`src/rtl/ohm_pkg.sv`:
```
// ----------------------------------------------------------------------------
// ohm_pkg
// Shared types and constants for the omni drive heading mixer: wheel command
// codes, the twelve-direction mixing table, fixed-point constants and the
// item format that travels between the front and back parts.
// ----------------------------------------------------------------------------
package ohm_pkg;

    localparam int DIR_W     = 4;
    localparam int POWER_W   = 8;
    localparam int HEADING_W = 12;
    localparam int BATT_W    = 10;
    localparam int DUTY_W    = 8;
    localparam int WHEEL_W   = 9;   // corrected wheel value, signed
    localparam int NUM_WHEELS = 3;

    localparam int S_TDATA_W = 40;  // 34 bits of fields, padded to bytes
    localparam int M_TDATA_W = 32;  // 28 bits of fields, padded to bytes

    localparam int QUEUE_DEPTH_DEF = 2;

    localparam logic [DIR_W-1:0]  NUM_DIRS      = 4'd12;
    localparam logic [BATT_W-1:0] THRESHOLD_RST = 10'd95;

    // floor(h / 10) == (h * 52429) >> 19 for every 12-bit h
    localparam logic [15:0] TENTH_RECIP = 16'd52429;
    localparam int          TENTH_SHIFT = 19;
    localparam logic signed [9:0] HEADING_CENTER = 10'sd180;

    // floor(m * 255 / 100) == (m * 167117) >> 16 for every m below 3276
    localparam logic [17:0] DUTY_RECIP = 18'd167117;
    localparam int          DUTY_SHIFT = 16;
    localparam logic [DUTY_W-1:0] DUTY_MAX = 8'd255;

    typedef enum logic [2:0] {
        CMD_NONE     = 3'd0,
        CMD_POS      = 3'd1,
        CMD_NEG      = 3'd2,
        CMD_HALF_POS = 3'd3,
        CMD_HALF_NEG = 3'd4
    } cmd_code_t;

    // rows: directions 0..11, columns: wheels A, B, C
    localparam cmd_code_t MIX_TABLE [12][3] = '{
        '{CMD_POS,      CMD_NONE,     CMD_NEG     },
        '{CMD_HALF_POS, CMD_HALF_POS, CMD_NEG     },
        '{CMD_NONE,     CMD_POS,      CMD_NEG     },
        '{CMD_HALF_NEG, CMD_POS,      CMD_HALF_NEG},
        '{CMD_NEG,      CMD_POS,      CMD_NONE    },
        '{CMD_NEG,      CMD_HALF_POS, CMD_HALF_POS},
        '{CMD_NEG,      CMD_NONE,     CMD_POS     },
        '{CMD_HALF_NEG, CMD_HALF_NEG, CMD_POS     },
        '{CMD_NONE,     CMD_NEG,      CMD_POS     },
        '{CMD_HALF_POS, CMD_NEG,      CMD_HALF_POS},
        '{CMD_POS,      CMD_NEG,      CMD_NONE    },
        '{CMD_POS,      CMD_HALF_NEG, CMD_HALF_NEG}
    };

    // classified item, handed from front to back through the queue
    typedef struct packed {
        logic                      batt_low;
        logic signed [WHEEL_W-1:0] wheel_c;
        logic signed [WHEEL_W-1:0] wheel_b;
        logic signed [WHEEL_W-1:0] wheel_a;
    } item_t;

endpackage

```
`src/rtl/ohm_front.sv`:
```
// ----------------------------------------------------------------------------
// ohm_front
// Accepts input items, drops ignored directions, checks the battery against
// the threshold register and computes the three heading-corrected wheel values.
// ----------------------------------------------------------------------------
module ohm_front (
    input  logic                           aclk,
    input  logic                           aresetn,
    input  logic                           cfg_wr_en,
    input  logic [ohm_pkg::BATT_W-1:0]     cfg_wr_data,
    input  logic                           s_tvalid,
    output logic                           s_tready,
    input  logic [ohm_pkg::S_TDATA_W-1:0]  s_tdata,
    input  logic                           q_ready,
    output logic                           q_push,
    output ohm_pkg::item_t                 q_item
);

    logic [ohm_pkg::BATT_W-1:0]    threshold_reg;
    logic [ohm_pkg::BATT_W-1:0]    threshold_next;

    logic [ohm_pkg::DIR_W-1:0]     dir;
    logic signed [ohm_pkg::POWER_W-1:0] pwr;
    logic [ohm_pkg::HEADING_W-1:0] hdg;
    logic [ohm_pkg::BATT_W-1:0]    batt;

    logic signed [8:0]  p9;
    logic signed [8:0]  half9;
    logic [27:0]        hdg_prod;
    logic [8:0]         hdg_deg;
    logic signed [9:0]  offset;
    logic signed [ohm_pkg::WHEEL_W-1:0] wheel [ohm_pkg::NUM_WHEELS];

    // field order, low bits first: direction, power, heading, battery_level
    assign dir  = s_tdata[3:0];
    assign pwr  = s_tdata[11:4];
    assign hdg  = s_tdata[23:12];
    assign batt = s_tdata[33:24];

    assign threshold_next = cfg_wr_en ? cfg_wr_data : threshold_reg;

    always_ff @(posedge aclk) begin
        if (!aresetn) begin
            threshold_reg <= ohm_pkg::THRESHOLD_RST;
        end else begin
            threshold_reg <= threshold_next;
        end
    end

    function automatic ohm_pkg::cmd_code_t mix_lookup(input logic [3:0] d, input int k);
        ohm_pkg::cmd_code_t code;
        code = ohm_pkg::CMD_NONE;
        if (d < ohm_pkg::NUM_DIRS) begin
            code = ohm_pkg::MIX_TABLE[d][k];
        end
        return code;
    endfunction

    // half power truncates toward zero
    assign p9    = {pwr[7], pwr};
    assign half9 = (p9 + $signed({8'd0, pwr[7]})) >>> 1;

    assign hdg_prod = 28'(hdg) * 28'(ohm_pkg::TENTH_RECIP);
    assign hdg_deg  = hdg_prod[27:ohm_pkg::TENTH_SHIFT];
    assign offset   = $signed({1'b0, hdg_deg}) - ohm_pkg::HEADING_CENTER;

    always_comb begin
        for (int k = 0; k < ohm_pkg::NUM_WHEELS; k++) begin
            logic signed [8:0]  cmd;
            logic signed [10:0] sum;
            logic signed [10:0] halved;
            unique case (mix_lookup(dir, k))
                ohm_pkg::CMD_POS:      cmd = p9;
                ohm_pkg::CMD_NEG:      cmd = -p9;
                ohm_pkg::CMD_HALF_POS: cmd = half9;
                ohm_pkg::CMD_HALF_NEG: cmd = -half9;
                default:               cmd = 9'sd0;
            endcase
            // (2*cmd + offset) / 2, truncated toward zero
            sum      = $signed({cmd[8], cmd, 1'b0}) + $signed({offset[9], offset});
            halved   = (sum + $signed({10'd0, sum[10]})) >>> 1;
            wheel[k] = halved[ohm_pkg::WHEEL_W-1:0];
        end
    end

    assign s_tready = q_ready;
    assign q_push   = s_tvalid && q_ready && (dir < ohm_pkg::NUM_DIRS);

    assign q_item.batt_low = (batt < threshold_reg);
    assign q_item.wheel_a  = wheel[0];
    assign q_item.wheel_b  = wheel[1];
    assign q_item.wheel_c  = wheel[2];

endmodule

```
`src/rtl/ohm_queue.sv`:
```
// ----------------------------------------------------------------------------
// ohm_queue
// Short FIFO of classified items between the front and back parts.
// ----------------------------------------------------------------------------
module ohm_queue #(
    parameter int QUEUE_DEPTH = ohm_pkg::QUEUE_DEPTH_DEF
) (
    input  logic           aclk,
    input  logic           aresetn,
    input  logic           push,
    input  ohm_pkg::item_t push_item,
    output logic           ready,
    input  logic           pop,
    output logic           valid,
    output ohm_pkg::item_t pop_item
);

    localparam int PTR_W = (QUEUE_DEPTH > 1) ? $clog2(QUEUE_DEPTH) : 1;
    localparam int CNT_W = $clog2(QUEUE_DEPTH + 1);
    localparam logic [PTR_W-1:0] PTR_LAST = PTR_W'(QUEUE_DEPTH - 1);
    localparam logic [CNT_W-1:0] CNT_FULL = CNT_W'(QUEUE_DEPTH);

    ohm_pkg::item_t   entry_reg [QUEUE_DEPTH];
    logic [PTR_W-1:0] wr_ptr_reg, wr_ptr_next;
    logic [PTR_W-1:0] rd_ptr_reg, rd_ptr_next;
    logic [CNT_W-1:0] count_reg,  count_next;
    logic             do_push, do_pop;

    assign ready    = (count_reg != CNT_FULL);
    assign valid    = (count_reg != '0);
    assign pop_item = entry_reg[rd_ptr_reg];
    assign do_push  = push && ready;
    assign do_pop   = pop && valid;

    always_comb begin
        wr_ptr_next = wr_ptr_reg;
        rd_ptr_next = rd_ptr_reg;
        count_next  = count_reg;
        if (do_push) begin
            wr_ptr_next = (wr_ptr_reg == PTR_LAST) ? '0 : wr_ptr_reg + 1'b1;
        end
        if (do_pop) begin
            rd_ptr_next = (rd_ptr_reg == PTR_LAST) ? '0 : rd_ptr_reg + 1'b1;
        end
        if (do_push && !do_pop) begin
            count_next = count_reg + 1'b1;
        end else if (do_pop && !do_push) begin
            count_next = count_reg - 1'b1;
        end
    end

    always_ff @(posedge aclk) begin
        if (!aresetn) begin
            wr_ptr_reg <= '0;
            rd_ptr_reg <= '0;
            count_reg  <= '0;
        end else begin
            wr_ptr_reg <= wr_ptr_next;
            rd_ptr_reg <= rd_ptr_next;
            count_reg  <= count_next;
        end
    end

    always_ff @(posedge aclk) begin
        if (do_push) begin
            entry_reg[wr_ptr_reg] <= push_item;
        end
    end

    a_count_bound: assert property (@(posedge aclk) disable iff (!aresetn)
        count_reg <= CNT_FULL)
        else $error("queue count above depth");

    a_push_count: assert property (@(posedge aclk) disable iff (!aresetn)
        (do_push && !do_pop) |=> (count_reg == $past(count_reg) + 1'b1))
        else $error("queue count missed a push");

endmodule

```
`src/rtl/ohm_back.sv`:
```
// ----------------------------------------------------------------------------
// ohm_back
// Pops classified items, applies the battery fault latch, scales each wheel
// to a saturated PWM duty and holds the result in the output register.
// ----------------------------------------------------------------------------
module ohm_back (
    input  logic                           aclk,
    input  logic                           aresetn,
    input  logic                           q_valid,
    input  ohm_pkg::item_t                 q_item,
    output logic                           q_pop,
    output logic                           m_tvalid,
    input  logic                           m_tready,
    output logic [ohm_pkg::M_TDATA_W-1:0]  m_tdata
);

    logic                  fault_reg,   fault_next;
    logic [2:0]            held_rev_reg, held_rev_next;
    logic                  out_valid_reg, out_valid_next;
    logic [ohm_pkg::DUTY_W-1:0] duty_reg [ohm_pkg::NUM_WHEELS];
    logic [ohm_pkg::DUTY_W-1:0] duty_next [ohm_pkg::NUM_WHEELS];
    logic [2:0]            rev_reg, rev_next;
    logic                  flt_out_reg, flt_out_next;

    logic signed [ohm_pkg::WHEEL_W-1:0] wheel [ohm_pkg::NUM_WHEELS];
    logic [ohm_pkg::DUTY_W-1:0] scaled [ohm_pkg::NUM_WHEELS];
    logic [2:0]            neg_bits;
    logic                  faulted;

    assign wheel[0] = q_item.wheel_a;
    assign wheel[1] = q_item.wheel_b;
    assign wheel[2] = q_item.wheel_c;

    assign q_pop = q_valid && (!out_valid_reg || m_tready);

    always_comb begin
        for (int k = 0; k < ohm_pkg::NUM_WHEELS; k++) begin
            logic [7:0]  mag;
            logic [25:0] prod;
            logic [9:0]  d;
            mag  = wheel[k][ohm_pkg::WHEEL_W-1] ? 8'(-wheel[k]) : 8'(wheel[k]);
            prod = 26'(mag) * 26'(ohm_pkg::DUTY_RECIP);
            d    = prod[25:ohm_pkg::DUTY_SHIFT];
            scaled[k]   = (d > 10'(ohm_pkg::DUTY_MAX)) ? ohm_pkg::DUTY_MAX : d[7:0];
            neg_bits[k] = wheel[k][ohm_pkg::WHEEL_W-1];
        end
    end

    // fault is checked before any wheel update and clears only on reset
    assign faulted = fault_reg || q_item.batt_low;

    always_comb begin
        fault_next     = fault_reg;
        held_rev_next  = held_rev_reg;
        out_valid_next = out_valid_reg;
        duty_next      = duty_reg;
        rev_next       = rev_reg;
        flt_out_next   = flt_out_reg;
        if (m_tready) begin
            out_valid_next = 1'b0;
        end
        if (q_pop) begin
            out_valid_next = 1'b1;
            fault_next     = faulted;
            flt_out_next   = faulted;
            if (faulted) begin
                for (int k = 0; k < ohm_pkg::NUM_WHEELS; k++) begin
                    duty_next[k] = '0;
                end
                rev_next = held_rev_reg;
            end else begin
                duty_next     = scaled;
                rev_next      = neg_bits;
                held_rev_next = neg_bits;
            end
        end
    end

    always_ff @(posedge aclk) begin
        if (!aresetn) begin
            fault_reg     <= 1'b0;
            held_rev_reg  <= '0;
            out_valid_reg <= 1'b0;
        end else begin
            fault_reg     <= fault_next;
            held_rev_reg  <= held_rev_next;
            out_valid_reg <= out_valid_next;
        end
    end

    always_ff @(posedge aclk) begin
        duty_reg    <= duty_next;
        rev_reg     <= rev_next;
        flt_out_reg <= flt_out_next;
    end

    assign m_tvalid = out_valid_reg;
    assign m_tdata  = {4'd0, flt_out_reg, rev_reg, duty_reg[2], duty_reg[1], duty_reg[0]};

    a_fault_sticky: assert property (@(posedge aclk) disable iff (!aresetn)
        fault_reg |=> fault_reg)
        else $error("battery fault cleared without reset");

    a_fault_zero_duty: assert property (@(posedge aclk) disable iff (!aresetn)
        (out_valid_reg && flt_out_reg) |->
            (duty_reg[0] == '0 && duty_reg[1] == '0 && duty_reg[2] == '0))
        else $error("nonzero duty while faulted");

    a_fault_rev_held: assert property (@(posedge aclk) disable iff (!aresetn)
        (q_pop && fault_reg) |=> (rev_reg == held_rev_reg))
        else $error("reverse bits changed while faulted");

endmodule

```
`src/rtl/omni_drive_heading_mixer.sv`:
```
// ----------------------------------------------------------------------------
// omni_drive_heading_mixer
// Three-wheel omni drive mixer with compass heading correction and a
// latched low-battery cutoff.
//
//   channel   dir  handshake           payload
//   s_*       in   s_tvalid/s_tready   direction, power, heading, battery_level
//   m_*       out  m_tvalid/m_tready   duty_a..c, reverse_a..c, battery_fault
//   cfg_*     in   cfg_wr_en           low_battery_threshold
//
// One item per cycle sustained while m_tready stays high. With the queue empty,
// an accepted item is written to a queue entry, then to the output register,
// which raises m_tvalid. Front and back are split by a QUEUE_DEPTH-entry FIFO,
// so the input takes up to QUEUE_DEPTH more items while a result waits.
// Directions 12..15 are accepted and dropped. Reset clears the queue, the
// fault latch and the held reverse bits, and loads the threshold with 95.
// ----------------------------------------------------------------------------
module omni_drive_heading_mixer #(
    parameter int QUEUE_DEPTH = ohm_pkg::QUEUE_DEPTH_DEF
) (
    input  logic                           aclk,
    input  logic                           aresetn,
    input  logic                           cfg_wr_en,
    input  logic [ohm_pkg::BATT_W-1:0]     cfg_wr_data,
    input  logic                           s_tvalid,
    output logic                           s_tready,
    // direction[3:0], power[11:4], heading[23:12], battery_level[33:24]
    input  logic [ohm_pkg::S_TDATA_W-1:0]  s_tdata,
    output logic                           m_tvalid,
    input  logic                           m_tready,
    // duty_a[7:0], duty_b[15:8], duty_c[23:16], reverse_a[24], reverse_b[25],
    // reverse_c[26], battery_fault[27]
    output logic [ohm_pkg::M_TDATA_W-1:0]  m_tdata
);

    logic           q_ready;
    logic           q_push;
    ohm_pkg::item_t q_in_item;
    logic           q_valid;
    logic           q_pop;
    ohm_pkg::item_t q_out_item;

    ohm_front u_front (
        .aclk        (aclk),
        .aresetn     (aresetn),
        .cfg_wr_en   (cfg_wr_en),
        .cfg_wr_data (cfg_wr_data),
        .s_tvalid    (s_tvalid),
        .s_tready    (s_tready),
        .s_tdata     (s_tdata),
        .q_ready     (q_ready),
        .q_push      (q_push),
        .q_item      (q_in_item)
    );

    ohm_queue #(
        .QUEUE_DEPTH (QUEUE_DEPTH)
    ) u_queue (
        .aclk      (aclk),
        .aresetn   (aresetn),
        .push      (q_push),
        .push_item (q_in_item),
        .ready     (q_ready),
        .pop       (q_pop),
        .valid     (q_valid),
        .pop_item  (q_out_item)
    );

    ohm_back u_back (
        .aclk     (aclk),
        .aresetn  (aresetn),
        .q_valid  (q_valid),
        .q_item   (q_out_item),
        .q_pop    (q_pop),
        .m_tvalid (m_tvalid),
        .m_tready (m_tready),
        .m_tdata  (m_tdata)
    );

endmodule
```
`config.mk`:
```
export PLATFORM = sky130hd
export DESIGN_NAME = omni_drive_heading_mixer
export DESIGN_NICKNAME = d
export VERILOG_FILES = /design/src/rtl/ohm_pkg.sv /design/src/rtl/ohm_front.sv /design/src/rtl/ohm_queue.sv /design/src/rtl/ohm_back.sv /design/src/rtl/omni_drive_heading_mixer.sv
export SDC_FILE = /design/constraint.sdc
export NUM_CORES = 1
export LEC_CHECK = 0
export ABC_AREA = 1
export BUFFER_PORTS_ARGS = -buffer_cell sky130_fd_sc_hd__buf_4
export CAP_MARGIN = 0
export CORE_UTILIZATION = 50
export CTS_CLUSTER_DIAMETER = 100
export DETAILED_ROUTE_END_ITERATION = 16
export PLACE_DENSITY_LB_ADDON = 0.08
export SYNTH_ARGS = -nofsm -noshare
export SYNTH_HDL_FRONTEND = slang
export SYNTH_HIERARCHICAL = 1
export SYNTH_SLANG_ARGS = --single-unit
```
`constraint.sdc`:
```
create_clock -name aclk -period 11.4 [get_ports aclk]
set_input_delay 2.28 -clock aclk [delete_from_list [all_inputs] [get_ports aclk]]
set_output_delay 2.28 -clock aclk [all_outputs]
set_load 0.1 [all_outputs]
```
==> run metrics, run 1 <==
final count of pins violating max slew=0; pre-CTS setup slack=around 1.9 ns; drt first pass iters=5; GP Congestion=around 0.95; CTS tree=yes; Most Used Layer, Global Route=met2; Gate Count Post-Synth=approximately 2300; diode count=0; cts hold-fix bufs=0; met2 Usage GRT=roughly 40%; root buf cell=clkbuf_16; Layout Nets=approximately 2900; I/O Buffers=78; FMAX=approximately 0.11 GHz; Crit path max-delay family=adder cells; most used cell, CP=nand2_1; status=finished, final reports clean; Total GRT Usage=23.0%; final hold slack=roughly 0.46 ns; area grow syn2layout=7.72%; # Post-CTS Setup Buffers=0; first-pass GRT wire length=~69 mm; GR Util met3=1.97%; number of synthesized register bits=about 100; DR WL/cell=around 14 um; detailed-route via count=14700; Rows=between 60 and 70; slowest stage delay, CP=approximately 0.6 ns; number of flops mapped to enable cells by yosys=84; Ports=89; Detail Route Antenna Nets=0; RSZ-0062 raised after global routing=false; core area=0.0347 mm^2; Post-Synthesis Cell Area=~0.018 mm^2; vias in the first global route=14600; number of DRC markers in iteration 0=677; Min-Delay Path Class=flop to flop; arrival time worst endpoint=just over 9 ns; Slew headroom=roughly 37%; CP required=11.49 ns; Reg area=~0.003 mm^2; Worst Path Buf+Inv=8; CP Launch Type=primary input; Hold Violations, Final=0; gr ovfl total=0; DRC=0; fin crit share=between 80% and 90%; Die Width=190 um; Synth Warn #=6; ys async rst share=0%; height of the die=between 150 and 200 um; met1 usage=31.0%; worst-case clock buffer depth=2; skew final=0.0105 ns; Setup CP Type=primary input to flop; vias per cell=about 5.2; Clk Latency, worst-skew pair=about 0.35 ns; FILL cells=between 3000 and 4000; # clock sinks=104; cts repair resizes=0; full die area=0.0363 mm^2; setup ws final=about 2.2 ns; H-Tree Depth=3; initial antenna violation count=0; Worst setup EP type=flop; Syn Area/Cell=roughly 7.7 um^2; crit path time final=approximately 9 ns; CTS clock-pin slew for the worst setup and hold paths=approximately 0.080 ns; final wirelength=between 40 and 50 mm; Unique masters post-synth=62; post-DP HPWL=between 30 and 40 mm; Seq/Total Area, Yosys=between 10% and 20%; Post-synth top flop=edfxtp_1; most common cell after layout, fill and taps aside=nand2_1; CTS Buf Count=9; commonest cells after routing, fill and taps aside=nand2_1, inv_1, ha_1; Finish-stage setup viols=0; max-cap viol count=0; largest net degree at the start of global routing=30; Worst path slowest cell=fa_1; final setup TNS=0 ns; multi-input logic area=between 0.01 and 0.015 mm^2; transition time of the tightest slew-check pin=between 0.9 and 1 ns; share of cells above drive strength 1=about a tenth; max reg flops=56; CP Max Fanout=9; initial core utilization=a little over 50%
[cell usage after synthesis (23+ instances only)]
cell type	instances	area share, %
inv_1	470	9.9
nand3_1	91	2.6
nand2_1	471	10
xor2_1	62	3.1
edfxtp_1	84	14
nor2_1	175	3.7
ha_1	313	22
fa_1	105	12
o21ai_0	63	1.8
xnor2_1	28	1.4
a21oi_1	119	3.4
nand4_1	23	0.81
[kinds of logic after synthesis]
| kind of cell | Yosys count | share of synthesized area [%] |
|---|---|---|
| multiplexers | 28 | 2.20 |
| AO/OA/AOI/OAI | 291 | 9.84 |
| flip-flops | 104 | 16.5 |
| other | 1 | 0.0211 |
| AND/OR/NAND/NOR | 875 | 22.1 |
| XOR/XNOR | 90 | 4.44 |
| buffers and inverters | 503 | 11.0 |
| adder cells (fa/ha/maj) | 418 | 33.9 |
[worst register-to-register path, delay by kind of cell (launching register included)]
family,cells,cell delay (ns)
AOI/OAI and AO/OA,4,0.70
xor gates and xnor gates,2,0.69
adders and majority gates,5,2.18
buffers and inverters,3,0.60
DFF,1,0.85
muxes,1,0.41
and+or+nand+nor,6,0.59
[metal layers]
layer | share of wire, % | vias to the layer above
met3 | 3.0 | 46
met1 | 48 | 6788
li1 | - | 7607
met2 | 47 | 253
met5 | 0 | -
met4 | 1.6 | 0
[metrics by stage]
step | util [%] | instances | instance area (um^2)
CTS | 55.1 | 2848 | 19100
global placement | 54.2 | 2832 | 18800
floorplan | - | 2313 | 17800
detailed placement | 54.2 | 2832 | 18800
finish | 55.1 | 2848 | 19100
global route | 55.1 | 2848 | 19100
[worst paths after layout]
path | cells past startpoint | endpoint | slack, ns | startpoint
worst max-delay path | 40 | u_queue/entry_reg[1][25]$_DFFE_PP_ | 2.23 | s_tdata[22]
worst min-delay path | 2 | u_back/held_rev_reg[2]$_SDFFE_PN0P_ | 0.46 | u_back/held_rev_reg[2]$_SDFFE_PN0P_
worst max register to register | 21 | u_back/m_tdata[13]$_SDFFCE_PN0P_ | 5.13 | flop
worst min register to register | 2 | u_back/held_rev_reg[2]$_SDFFE_PN0P_ | 0.46 | u_back/held_rev_reg[2]$_SDFFE_PN0P_
[final cells by class]
| type | instances | share of cell area [%] |
|---|---|---|
| Multi-Input combinational cell | 1706 | 67.4 |
| Sequential cell | 104 | 15.3 |
| Inverter | 487 | 9.56 |
| Timing Repair Buffer | 80 | 3.14 |
| Tap cell | 455 | 2.98 |
| Clock buffer | 9 | 1.18 |
| Clock inverter | 7 | 0.432 |
Power of run 1 is left out: the tool's default activity adds up to more than one toggle a clock period on the data nets, which glitch-free logic cannot reach.
==> inputs of run 2 (changes only) <==
- clock period: 11.4 -> 8.7 ns (I/O delays scaled with it)
==> run 2 against run 1 <==
Worst hold slack about the same. Critical path depth shrank 1. Via count shrank 0.16%. Register-to-register slack got worse by 2.6 ns. Critical path type unchanged. Final area increased by 0.35%. Setup slack worse by 1.7 ns. Final cell count grew 0.32%. Sequential share of layout area shrank 0.054 points. Clock skew increased by 0.0017 ns. Clock-buffer cell count did not move. Non-clock buffer count is 9 higher. Core utilization is 0.19 points higher.
==> run metrics, run 2 (synthesis gave the netlist of run 1 again) <==
fin crit share=between 90% and 100%; worst-case clock buffer depth=2 (unchanged); CTS clock-pin slew for the worst setup and hold paths=0.07 ns (about the same); reg2reg path depth=23 (+9.5%); cts repair resizes=0 (unchanged); Rows=68 (unchanged); Detail Route Antenna Nets=0 (unchanged); Total GRT Usage=22.4% (-0.61 points); CP Launch Type=primary input; detailed-route via count=14700 (-0.16%); Clk Latency, worst-skew pair=0.36 ns (about the same); final wirelength=39.7 mm (-1.3%); RR Endpoint=u_back/m_tdata[22]$_SDFFCE_PN0P_; CTS Buf Count=9 (unchanged); Worst setup EP type=flop; max-cap viol count=0 (unchanged); max reg flops=56 (unchanged); initial core utilization=51.1% (unchanged); Die Width=190 um (unchanged); Slew headroom=41.5% (+4.8 points); core area=0.0347 mm^2 (unchanged); number of DRC markers in iteration 0=751 (+11%); DRC=0 (unchanged); commonest cells after routing, fill and taps aside=nand2_1, inv_1, ha_1; full die area=0.0363 mm^2 (unchanged); diode count=0 (unchanged); final setup TNS=0 ns (unchanged); cts hold-fix bufs=0 (unchanged); # Post-CTS Setup Buffers=0 (unchanged); GP Congestion=0.955 (about the same); arrival time worst endpoint=8.26 ns (-1.00 ns); skew final=0.0122 ns (+0.00167 ns); Setup CP Type=primary input to flop; Hold Violations, Final=0 (unchanged); most used cell, CP=inv_1; Min-Delay Endpoint=u_back/held_rev_reg[1]$_SDFFE_PN0P_; status=finished, final reports clean; setup ws final=0.539 ns (-1.70 ns); CP Max Fanout=5 (-4); initial antenna violation count=0 (unchanged); first-pass GRT wire length=66.7 mm (-3.0%); FILL cells=3389 (+0.89%); CTS tree=yes; Worst path slowest cell=fa_1; slowest stage delay, CP=0.53 ns (-0.07 ns); transition time of the tightest slew-check pin=0.868 ns (-0.0707 ns); height of the die=190 um (unchanged); pre-CTS setup slack=0.0552 ns (-1.81 ns); RSZ-0062 raised after global routing=false; share of cells above drive strength 1=10.1% (+0.38 points); Hold Path Cell Cnt=2 (unchanged); post-DP HPWL=34.7 mm (-1.3%); most common cell after layout, fill and taps aside=nand2_1; vias per cell=5.13 (-0.48%); CP required=8.79 ns (-2.70 ns); root buf cell=clkbuf_16; FF-to-FF setup slack=2.58 ns (-2.55 ns); drt first pass iters=8 (+3); largest net degree at the start of global routing=30 (unchanged); Finish-stage setup viols=0 (unchanged); crit path time final=approximately 8.2 ns; DR WL/cell=13.9 um (-1.6%); H-Tree Depth=3 (unchanged); I/O Buffers=78 (unchanged); gr ovfl total=0 (unchanged); Layout Nets=2870 (+0.31%); Min-Delay Path Class=flop to flop; # clock sinks=104 (unchanged); area grow syn2layout=8.10%; Ports=89 (unchanged); vias in the first global route=14400 (-1.4%); FMAX=between 0.1 and 0.15 GHz; final count of pins violating max slew=0 (unchanged); hold_sp=u_back/held_rev_reg[1]$_SDFFE_PN0P_
run 2: worst max path at each step:
stage | from | to | slack (ns) | depth (start not counted)
final | s_tdata[18] | u_queue/entry_reg[1][25]$_DFFE_PP_ | 0.54 | 39
after global routing | s_tdata[22] | u_queue/entry_reg[0][25]$_DFFE_PP_ | 0.01 | 39
after CTS | s_tdata[22] | u_queue/entry_reg[1][25]$_DFFE_PP_ | 0.41 | 39
after detailed placement | s_tdata[22] | u_queue/entry_reg[0][25]$_DFFE_PP_ | 0.06 | 39
after global placement | s_tdata[22] | u_queue/entry_reg[0][25]$_DFFE_PP_ | 0.15 | 39
after floorplan | s_tdata[22] | u_queue/entry_reg[0][25]$_DFFE_PP_ | 0.59 | 37
run 2: layer usage:
metal / global-route usage (%) / up-vias / part of all wire, %
met4: 4.43 / 0 / 1.3
met2: 38.7 / 289 / 46
met3: 2.02 / 39 / 3.2
li1: - / 7623 / -
met5: 0 / - / 0
met1: 30.5 / 6719 / 49
run 2: area by class of cell:
class                   count  area, um^2  area share [%]
multi-input cells        1706       12900            67.2
repair buffers             89         668            3.48
clock inverters             7        87.6           0.456
flip-flops and latches    104        2920            15.2
inverters                 487        1830            9.52
clock buffers               9         225            1.17
well taps                 455         569            2.97
run 2: metrics by stage:
| stage | hold WS [ns] | util (%) | std cells | instance area (um^2) |
|---|---|---|---|---|
| after global routing | 0.491 | 55.3 | 2857 | 19200 |
| after CTS | 0.462 | 55.3 | 2857 | 19200 |
| after floorplan | 0.431 | - | 2313 | 17800 |
| after detailed placement | 0.447 | 54.4 | 2841 | 18900 |
| final | 0.459 | 55.3 | 2857 | 19200 |
| after global placement | 0.443 | 54.4 | 2841 | 18900 |
run 2: critical path: cells and delay by family:
| kind | cells | cell delay, ns |
|---|---|---|
| XOR/XNOR | 1 | 0.16 |
| buffers and inverters | 9 | 0.69 |
| adder cells (fa/ha/maj) | 9 | 3.49 |
| AND/OR/NAND/NOR | 18 | 1.80 |
| AO/OA/AOI/OAI | 2 | 0.38 |
Power of run 2 is left out for the same reason.
==> inputs of run 3 (changes only) <==
==> constraint.sdc (replaced) <==
create_clock -name aclk -period 8.7 [get_ports aclk]
set_input_delay 1.305 -clock aclk [delete_from_list [all_inputs] [get_ports aclk]]
set_output_delay 1.305 -clock aclk [all_outputs]
set_load 0.1 [all_outputs]
==> run 3 against run 2 <==
Clock-buffer cell count is the same. First-iteration DRC count is 7.7% lower. Non-clock buffer count decreased by 6. Core utilization fell by 0.17 points. Global-route usage rose by 0.50 points. Critical path type unchanged.
==> run metrics, run 3 (synthesis gave the netlist of run 1 again) <==
Hold Violations, Final=0 (unchanged); final count of pins violating max slew=0 (unchanged); gr ovfl total=0 (unchanged); arrival time worst endpoint=8.19 ns (-0.07 ns); # clock sinks=104 (unchanged); CP Max Fanout=9 (+4); Critical Path End=u_queue/entry_reg[0][25]$_DFFE_PP_; final wirelength=40.0 mm (+0.86%); FF-to-FF setup slack=2.68 ns (+0.10 ns); CTS Buf Count=9 (unchanged); FMAX=0.124 GHz (+0.86%); Slew headroom=36.2% (-5.3 points); number of DRC markers in iteration 0=693 (-7.7%); vias per cell=5.12 (-0.37%); core area=0.0347 mm^2 (unchanged); FILL cells=3326 (-1.9%); most common cell after layout, fill and taps aside=nand2_1; reg2reg path depth=23 (unchanged); final setup TNS=0 ns (unchanged); CTS tree=yes; GR Util met3=2.13% (+0.11 points); RR Endpoint=u_back/m_tdata[22]$_SDFFCE_PN0P_; Die Width=190 um (unchanged); Worst path slowest cell=fa_1; max reg flops=56 (unchanged); max-cap viol count=0 (unchanged); CTS clock-pin slew for the worst setup and hold paths=0.08 ns (about the same); Worst setup EP type=flop; worst-case clock buffer depth=2 (unchanged); met1 usage=30.5% (-0.043 points); Most Used Layer, Global Route=met2; Clk Latency, worst-skew pair=0.36 ns (about the same); fin crit share=93.0% (-0.80 points); full die area=0.0363 mm^2 (unchanged); area grow syn2layout=7.78%; cts repair resizes=0 (unchanged); Finish-stage setup viols=0 (unchanged); slowest stage delay, CP=0.59 ns (+0.06 ns); Detail Route Antenna Nets=0 (unchanged); CP required=8.79 ns (about the same); cts hold-fix bufs=0 (unchanged); GP Congestion=0.938 (-1.8%); vias in the first global route=14600 (+1.0%); largest net degree at the start of global routing=30 (unchanged); RSZ-0062 raised after global routing=false; Ports=89 (unchanged); Rows=68 (unchanged); status=finished, final reports clean; Setup CP Type=primary input to flop; skew final=0.0107 ns (-0.00152 ns); Layout Nets=2864 (-0.21%); commonest cells after routing, fill and taps aside=nand2_1, inv_1, ha_1; Total GRT Usage=22.9% (+0.50 points); H-Tree Depth=3 (unchanged); first-pass GRT wire length=68.1 mm (+2.1%); Min-Delay Path Class=flop to flop; root buf cell=clkbuf_16; transition time of the tightest slew-check pin=0.946 ns (+0.0784 ns); met2 Usage GRT=40.5% (+1.8 points); DR WL/cell=14.0 um (+1.1%); share of cells above drive strength 1=9.81% (-0.27 points); crit path from=s_tdata[22]; most used cell, CP=inv_1; crit path time final=8.09 ns (-0.0692 ns); initial antenna violation count=0 (unchanged); drt first pass iters=5 (-3); initial core utilization=51.1% (unchanged); diode count=0 (unchanged); CP Launch Type=primary input; DRC=0 (unchanged); I/O Buffers=78 (unchanged); post-DP HPWL=34.8 mm (+0.41%); height of the die=190 um (unchanged); # Post-CTS Setup Buffers=0 (unchanged); detailed-route via count=14600 (-0.58%)
-- run 3: cell types whose count changed in the layout (fill, tap and decap cells not counted), sizes merged --
cell,previous run,this run
buf,89,83
inv,489,492
clkinv,4,2
clkinvlp,1,0
-- run 3: worst min path at each step --
stage	from	depth (start not counted)	endpoint
after floorplan	u_back/held_rev_reg[0]$_SDFFE_PN0P_	2	u_back/held_rev_reg[0]$_SDFFE_PN0P_
after global placement	u_back/held_rev_reg[2]$_SDFFE_PN0P_	2	u_back/held_rev_reg[2]$_SDFFE_PN0P_
after detailed placement	u_back/held_rev_reg[2]$_SDFFE_PN0P_	2	u_back/held_rev_reg[2]$_SDFFE_PN0P_
after CTS	u_back/held_rev_reg[2]$_SDFFE_PN0P_	2	u_back/held_rev_reg[2]$_SDFFE_PN0P_
after global routing	u_back/held_rev_reg[2]$_SDFFE_PN0P_	2	u_back/held_rev_reg[2]$_SDFFE_PN0P_
final	u_back/held_rev_reg[2]$_SDFFE_PN0P_	2	u_back/held_rev_reg[2]$_SDFFE_PN0P_
-- run 3: area by class of cell --
cell class	count	area (um^2)	area share [%]
multi-input cells	1706	12900	67.4
flip-flops and latches	104	2920	15.3
inverters	487	1830	9.55
repair buffers	83	623	3.26
well taps	455	569	2.98
clock buffers	9	225	1.18
clock inverters	7	70.1	0.366
-- run 3: critical path, delay by kind of cell --
| family | cells | cell delay (ns) |
|---|---|---|
| buffers and inverters | 8 | 0.57 |
| AO/OA/AOI/OAI | 2 | 0.31 |
| AND/OR/NAND/NOR | 18 | 2.14 |
| adder cells (fa/ha/maj) | 9 | 3.67 |
| XOR/XNOR | 1 | 0.16 |
-- run 3: per-layer routing --
metal	up-vias	part of all wire (%)
met1	6734	49
met3	31	2.7
met5	-	0
met2	209	47
met4	0	1.4
li1	7611	-
-- run 3: metrics by stage --
stage	util (%)	hold slack (ns)	cell area (um^2)	instances	setup WS, ns
4_1_cts	55.1	0.458	19100	2851	0.598
3_5_place_dp	54.3	0.443	18800	2835	0.226
6_report	55.1	0.455	19100	2851	0.608
3_3_place_gp	54.3	0.442	18800	2835	0.341
5_1_grt	55.1	0.486	19100	2851	0.0966
2_1_floorplan	-	0.431	17800	2313	1.03
Power of run 3 is left out for the same reason.
